**src/hw/rtl/smbg_pkg.sv**
```systemverilog
// ---------------------------------------------------------------------------
// Spectral mask bin gain package
// Shared widths, register indexes, scaling constants and the control bundle
// that travels alongside the ramp divider.
// ---------------------------------------------------------------------------
package smbg_pkg;

   // Transform size: bin_index covers exactly one transform
   localparam int FFT_POINTS  = 1024;
   localparam int HALF_POINTS = FFT_POINTS / 2;
   localparam int IDX_W       = $clog2(FFT_POINTS);

   // Datapath widths
   localparam int FREQ_W   = 36;
   localparam int GAIN_W   = 25;
   localparam int NUM_W    = 25;
   localparam int DEN_W    = 26;
   localparam int QUO_W    = 25;
   localparam int CSR_W    = 29;
   localparam int SAMPLE_W = 32;

   // Ramp divider: one quotient bit per step, several steps per stage
   localparam int DIV_STEPS       = QUO_W;
   localparam int DIV_STAGES      = 5;
   localparam int STEPS_PER_STAGE = DIV_STEPS / DIV_STAGES;

   // Whole pipeline, input word to result word
   localparam int PIPE_LAT = 17;
   // Sample delay until the output multiply
   localparam int X_DLY    = 15;

   localparam logic [GAIN_W-1:0] ONE_Q24 = 25'd16777216;

   // Register indexes
   localparam logic [2:0] REG_MODE       = 3'd0;
   localparam logic [2:0] REG_LOW_EDGE   = 3'd1;
   localparam logic [2:0] REG_HIGH_EDGE  = 3'd2;
   localparam logic [2:0] REG_CENTRE     = 3'd3;
   localparam logic [2:0] REG_CARRIER    = 3'd4;
   localparam logic [2:0] REG_SHARP      = 3'd5;
   localparam logic [2:0] REG_FLOOR      = 3'd6;
   localparam logic [2:0] REG_SPACING    = 3'd7;

   // Mode codes
   localparam logic [2:0] MODE_USB = 3'd3;
   localparam logic [2:0] MODE_LSB = 3'd4;

   // 3 kHz in 1/16 Hz
   localparam logic signed [FREQ_W-1:0] NEAR_SPAN = 36'sd48000;

   // Reciprocals for rounded division by constants
   localparam logic [31:0] RECIP_100  = 32'd42949673;   // 2^32 / 100, rounded up
   localparam logic [31:0] RECIP_10   = 32'd429496730;  // 2^32 / 10, rounded up
   localparam logic [31:0] RECIP_1000 = 32'd34359739;   // 2^35 / 1000, rounded up

   // Per-word control flags
   typedef struct packed {
      logic pass;
      logic ramp;
      logic opp;
      logic near;
      logic ssb;
      logic sharp;
   } ctl_type;

endpackage

```
**src/hw/rtl/smbg_div.sv**
```systemverilog
// ---------------------------------------------------------------------------
// Ramp divider
// Pipelined restoring divider giving floor(num * 2^25 / den) for num < den,
// with the control flags of each word carried alongside.
// ---------------------------------------------------------------------------
module smbg_div (
   input  logic                          clock,
   input  logic                          reset,
   input  logic                          in_valid,
   input  logic [smbg_pkg::NUM_W-1:0]    in_num,
   input  logic [smbg_pkg::DEN_W-1:0]    in_den,
   input  smbg_pkg::ctl_type             in_ctl,
   output logic                          out_valid,
   output logic [smbg_pkg::QUO_W-1:0]    out_quo,
   output smbg_pkg::ctl_type             out_ctl
);

   logic                          v_ff   [smbg_pkg::DIV_STAGES];
   logic [smbg_pkg::DEN_W-1:0]    rem_ff [smbg_pkg::DIV_STAGES];
   logic [smbg_pkg::DEN_W-1:0]    den_ff [smbg_pkg::DIV_STAGES];
   logic [smbg_pkg::QUO_W-1:0]    quo_ff [smbg_pkg::DIV_STAGES];
   smbg_pkg::ctl_type             ctl_ff [smbg_pkg::DIV_STAGES];

   for (genvar s = 0; s < smbg_pkg::DIV_STAGES; s++) begin : g_stage
      logic                       v_src;
      logic [smbg_pkg::DEN_W-1:0] rem_src;
      logic [smbg_pkg::DEN_W-1:0] den_src;
      logic [smbg_pkg::QUO_W-1:0] quo_src;
      smbg_pkg::ctl_type          ctl_src;
      logic [smbg_pkg::DEN_W-1:0] rem_in;
      logic [smbg_pkg::QUO_W-1:0] quo_in;

      // Select the stage source
      if (s == 0) begin : g_first
         assign v_src   = in_valid;
         assign rem_src = smbg_pkg::DEN_W'(in_num);
         assign den_src = in_den;
         assign quo_src = '0;
         assign ctl_src = in_ctl;
      end else begin : g_next
         assign v_src   = v_ff[s-1];
         assign rem_src = rem_ff[s-1];
         assign den_src = den_ff[s-1];
         assign quo_src = quo_ff[s-1];
         assign ctl_src = ctl_ff[s-1];
      end

      // Shift, trial subtract, restore
      always_comb begin
         logic [smbg_pkg::DEN_W:0] r2;
         rem_in = rem_src;
         quo_in = quo_src;
         for (int i = 0; i < smbg_pkg::STEPS_PER_STAGE; i++) begin
            r2 = {rem_in, 1'b0};
            if (r2 >= {1'b0, den_src}) begin
               rem_in = smbg_pkg::DEN_W'(r2 - {1'b0, den_src});
               quo_in = {quo_in[smbg_pkg::QUO_W-2:0], 1'b1};
            end else begin
               rem_in = r2[smbg_pkg::DEN_W-1:0];
               quo_in = {quo_in[smbg_pkg::QUO_W-2:0], 1'b0};
            end
         end
      end

      always_ff @(posedge clock) begin
         if (reset) begin
            v_ff[s] <= 1'b0;
         end else begin
            v_ff[s] <= v_src;
         end
         rem_ff[s] <= rem_in;
         den_ff[s] <= den_src;
         quo_ff[s] <= quo_in;
         ctl_ff[s] <= ctl_src;
      end
   end

   assign out_valid = v_ff[smbg_pkg::DIV_STAGES-1];
   assign out_quo   = quo_ff[smbg_pkg::DIV_STAGES-1];
   assign out_ctl   = ctl_ff[smbg_pkg::DIV_STAGES-1];

endmodule

```
**config.mk**
```make
export PLATFORM = sky130hd
export DESIGN_NAME = smbg_div
export DESIGN_NICKNAME = d
export VERILOG_FILES = /design/src/hw/rtl/smbg_pkg.sv /design/src/hw/rtl/smbg_div.sv
export SDC_FILE = /design/constraint.sdc
export NUM_CORES = 2
export LEC_CHECK = 0
export BUFFER_PORTS_ARGS = -buffer_cell sky130_fd_sc_hd__buf_2
export CAP_MARGIN = 5
export CORE_ASPECT_RATIO = 2
export CORE_MARGIN = 5
export CORE_UTILIZATION = 52
export CTS_BUF_LIST = sky130_fd_sc_hd__clkbuf_4 sky130_fd_sc_hd__clkbuf_8 sky130_fd_sc_hd__clkbuf_16
export DETAILED_ROUTE_END_ITERATION = 12
export GPL_TIMING_DRIVEN = 0
export HOLD_SLACK_MARGIN = 0.1
export PLACE_DENSITY = 0.66
export SKIP_LAST_GASP = 1
export SLEW_MARGIN = 5
export SYNTH_ARGS = -nofsm -noshare
export SYNTH_HDL_FRONTEND = slang
export SYNTH_SLANG_ARGS = --single-unit
```
**constraint.sdc**
```tcl
create_clock -name clock -period 17.6 [get_ports clock]
set_input_delay 1.76 -clock clock [delete_from_list [all_inputs] [get_ports clock]]
set_output_delay 1.76 -clock clock [all_outputs]
set_load 0.01 [all_outputs]
```
# After elaboration in Yosys (flattened, before gate mapping)
# Memories as Yosys holds them, arrays and structs flattened.
# Index checks and enable logic that the tools add are counted.
dict set report word_totals {
  ff_bits 0
  latch_bits 0
  ramBits 420
  mem_bits_ro 0
  input_bits 60
  wordCells 118
  mem_count 5
}
# memory depth width rd rd_ports_with_merged_regs write_ports line
set memory_table {}
lappend memory_table {den_ff 5 26 4 0 5 smbg_div.sv:20} ;# logic [smbg_pkg::DEN_W-1:0] den_ff [smbg_pkg::DIV_STAGES];
lappend memory_table {rem_ff 5 26 4 0 5 smbg_div.sv:19} ;# logic [smbg_pkg::DEN_W-1:0] rem_ff [smbg_pkg::DIV_STAGES];
lappend memory_table {quo_ff 5 25 5 0 5 smbg_div.sv:21} ;# logic [smbg_pkg::QUO_W-1:0] quo_ff [smbg_pkg::DIV_STAGES];
lappend memory_table {ctl_ff 5 6 5 0 5 smbg_div.sv:22} ;# smbg_pkg::ctl_type ctl_ff [smbg_pkg::DIV_STAGES];
lappend memory_table {v_ff 5 1 5 0 5 smbg_div.sv:18} ;# logic v_ff [smbg_pkg::DIV_STAGES];
dict set report classes {
  n_addsub 25
  mul 0
  n_div 0
  n_lt_le_gt_ge 25
  n_eq_ne 0
  n_shift 0
  muxes 58
  bitwise_logic 5
  reduce_logical 0
}
# op count
set ops {}
lappend ops {{$mux W26} 25}
lappend ops {{$sub A26 B26 Y26} 25}
lappend ops {{$ge A27 B26 Y1} 24}
lappend ops {{$mux W1} 33}
lappend ops {{$ge A26 B26 Y1} 1}
lappend ops {{$or A1 B1 Y1} 5}

# Longest topological paths before layout
# An unclocked memory read counts as a cell.
dict set report logic_depth {
  depth_word 11
  mapped_depth 76
}

# Worst setup path before layout
# OpenSTA, ideal clock, no wires.
dict set report synth_timing {
  path_kind {input to register}
  from {input port in_den[22] (netlist name)}
  to {memory rem_ff[0][23] (netlist name)}
  arrival_time_ns 14.770
  required_ns 17.479
  path_slack_ns 2.710
  stages 66
  path_buffers 8
  path_cell_list {inv_1 > ha_1 > buf_2 > nand2_1 > or3_1 > nand2b_1 > o211a_1 > o221ai_1 > o21ai_2 > inv_2 > buf_2 > mux2_2 > ha_1 > a2111oi_2 > o21ai_1 > a31o_2 > a211o_1 > nand2_1 > [... 30 more ...] > inv_2 > buf_4 > mux2_2 > ha_1 > a21o_1 > a21o_1 > a21o_1 > a21o_1 > a21o_1 > o21ai_0 > a21oi_1 > o31ai_1 > a21oi_1 > nor2_1 > mux2i_1 > buf_4 > buf_4 > mux2_2}
}
# element line
set synth_lines {}
lappend synth_lines {{from (decl)} smbg_div.sv:11} ;# input logic [smbg_pkg::DEN_W-1:0] in_den,
lappend synth_lines {{to (decl)} smbg_div.sv:19}

==> results_dict.tcl <==
set metrics [dict create \
    tightest_slew_ns 1.27 \
    hpwl_um 138000 \
    io_buffer_count 91 \
    grt_pass1_wl_um 244000 \
    ant_nets 0 \
    endpoint_kind "flop" \
    ys_seq_elements 318 \
    hold_viol_final 0 \
    post-route-min-period_ns 17.10 \
    r2r_cells 67 \
    wl_per_cell_um 23.8 \
    route.final.wire_length_um 164000 \
    grt_max_degree 18 \
    hold-path-cell-count 0 \
    grt_overflow_total 0 \
    worst_ep_arrival_time_ns 17.58 \
    die_h_um 424 \
    die_area_um2 91800 \
    max_stage_delay_ns 0.60 \
    fmax_mhz 58.5 \
    synth-simple-area-share 0.162 \
    timing.final.crit_share 0.972 \
    min-delay-start "quo_ff[0][33]" \
    crit_slowest_cell "or4_1" \
    path_class "flop to flop" \
    clock_latency_ns 0.62 \
    rsz0062_at_grt "yes" \
    setup_tns_ns 0 \
    syn_avg_cell_area_um2 7.89 \
    relSlewSlack 0.145 \
    synthAdderAreaFrac 0.180 \
    hold_path_class "flop to flop" \
    r2r-end "rem_ff[0][50]" \
    grt_pass1_vias 44700 \
    syn_nets 6327 \
    ys_async_sr_fraction 0 \
    io_pins 92 \
    synth.distinct_cells 118 \
    final_layout_size_suffix_gt1_frac 0.133 \
    cts_inserted_buffers 34 \
    clk_path_buf_depth 3 \
    setup_violations 0 \
    drv_slew 0 \
    yosys-mux-area-fraction 0.0969 \
    yosys_warnings 0 \
    drc 0 \
    initial_core_util 0.524 \
    drt_iter0_markers 2496 \
    core_um2 84800 \
    synthCells 5632 \
    fin_skew_ns 0.0575 \
    max_cap_viol_count 0 \
    post_dp_cell_area_um2 46300 \
    crit_path_start_kind "flop" \
    grt_usage 0.340 \
    r2r_setup_slack_ns 0.50 \
    status "finished, final reports clean" \
    setup_ws_ns 0.496 \
    final_area_um2 48100 \
    viasPerCell 6.40 \
    syn2layout_area_growth_pct 8.22 \
    pre_cts_slack_ns -2.89 \
    antenna_found_initial 12 \
    ys_seq_area_frac 0.143 \
    cts-hold-fix-buffers 0 \
    synth_compound_area_frac 0.278 \
    synth_top_family_by_area "compound AO/OA/AOI/OAI gates" \
    cts-root-buf "clkbuf_16" \
    cts_sinks 318 \
    hold_slack_ns 0.274 \
    row_count 151 \
    ys.flop_type "dfxtp_1" \
    via_count 44100 \
    fin_nets 6475 \
    fp.dieW_um 217 \
    r2r-start "den_ff[0][11]" \
    clkTransAtPathRegs_ns 0.07 \
    h-tree-depth 2 \
    synth_area_um2 44500 \
    crit_path_max_fanout 10 \
    cp.required_ns 18.07 \
    hold_path_end "quo_ff[0][63]" \
    dr.pass1.iters 6 \
    yosys.area_share.xor_xnor 0.0971 \
    cts_tree "built" \
    gp_congestion 1.01 \
    synth_edf_count 0 \
]
## sequential cells by signal, indices dropped and copies added, names as in the netlist
| signal | flops |
|---|---|
| rem_ff | 104 |
| quo_ff | 75 |
| den_ff | 104 |
| v_ff | 5 |
| ctl_ff | 30 |
## worst max-delay path, delay by kind of cell, from the launching register on
| kind | cells | cell delay (ns) |
|---|---|---|
| buffers and inverters | 10 | 2.44 |
| DFF | 1 | 0.38 |
| AOI/OAI and AO/OA | 29 | 7.27 |
| muxes | 4 | 1.42 |
| adders and majority gates | 5 | 1.53 |
| and+or+nand+nor | 19 | 3.92 |
## metal layers
layer	wire length (um)	part of all wire	vias up	track usage
met5	18	0.00011	-	0
met2	82800	0.50	1447	0.636
li1	-	-	21100	-
met1	52200	0.32	20700	0.291
met4	22700	0.14	2	0.376
met3	6520	0.040	817	0.0397
## how the worst max path moves through the flow
stage,startpoint,to,slack (ns),depth (start not counted)
2_1_floorplan,in_den[22],rem_ff[0][23],2.71,66
3_3_place_gp,den_ff[0][27],rem_ff[0][54],-2.83,71
3_5_place_dp,den_ff[0][27],rem_ff[0][69],-2.89,73
4_1_cts,den_ff[0][1],rem_ff[0][50],0.02,69
5_1_grt,in_den[19],rem_ff[0][2],-0.02,67
6_report,den_ff[0][11],rem_ff[0][50],0.50,67
## through the flow
stage / std cells / utilization
floorplan: 5632 / -
global placement: 6794 / 0.545
CTS: 6862 / 0.562
detailed placement: 6794 / 0.545
global route: 6876 / 0.567
finish: 6884 / 0.567
## synthesized netlist by cell type (all sizes together) (26+ instances only)
cell type	number	area, um2
dfxtp	318	6370
a21o	297	2230
or3	41	257
nor3	116	586
and3	53	332
buf	72	440
o21bai	84	634
a31oi	58	363
o211ai	39	322
mux2i	38	388
nand2	298	1130
a21oi	596	2990
and2	45	283
clkbuf	58	218
nand3	133	678
nand4	69	432
nand2b	90	568
a221o	26	260
o21ai	333	1680
or2	37	231
nor2b	75	469
o21a	127	953
nor2	417	1570
mux2	343	3920
o31ai	39	327
xnor2	350	3070
a211oi	41	318
xor2	143	1250
inv	333	1250
ha	630	7880
## cells in the final DEF, fill, tap and decap left out, types with 88 or more instances in the layout
cell      synthesis  layout
a21o_1          297     297
a21oi_1         593     583
buf_2            37     123
dfxtp_1         318     316
ha_1            630     629
inv_1           323     318
mux2_2          318     318
nand2_1         296     296
nand2b_1         88      88
nand3_1         132     132
nor2_1          417     414
nor3_1          115     113
o21a_1          127     127
o21ai_0         316     307
xnor2_1         350     350
xor2_1          143     143
## layout make-up
class,count,area (um2)
clock inverter,24,334
fill,8140,36700
multi-input combinational,4849,36500
antenna,8,20.0
inverter,335,1280
tap,1071,1340
sequential,318,6370
clock buffer,37,886
timing repair buffer,115,673
buffer,127,707
## what timing repair did
item                       CTS  global route
hold endpoints to repair     0             0
setup endpoints to repair  108           108
gates resized for setup     53            74
pin swaps                    4            11
buffers inserted             7            17
## cells by family (layout without fill, tap and decap cells)
logic type | count (synthesis) | in the layout
AO/OA/AOI/OAI | 1883 | 1883
AND/OR/NAND/NOR | 1457 | 1457
adder cells (fa/ha/maj) | 635 | 635
XOR/XNOR | 493 | 493
buffers and inverters | 465 | 638
multiplexers | 381 | 381
flip-flops | 318 | 318
other | 0 | 8
Power is left out: the tool's default activity adds up to more than one toggle a clock period on the data nets, which glitch-free logic cannot reach.
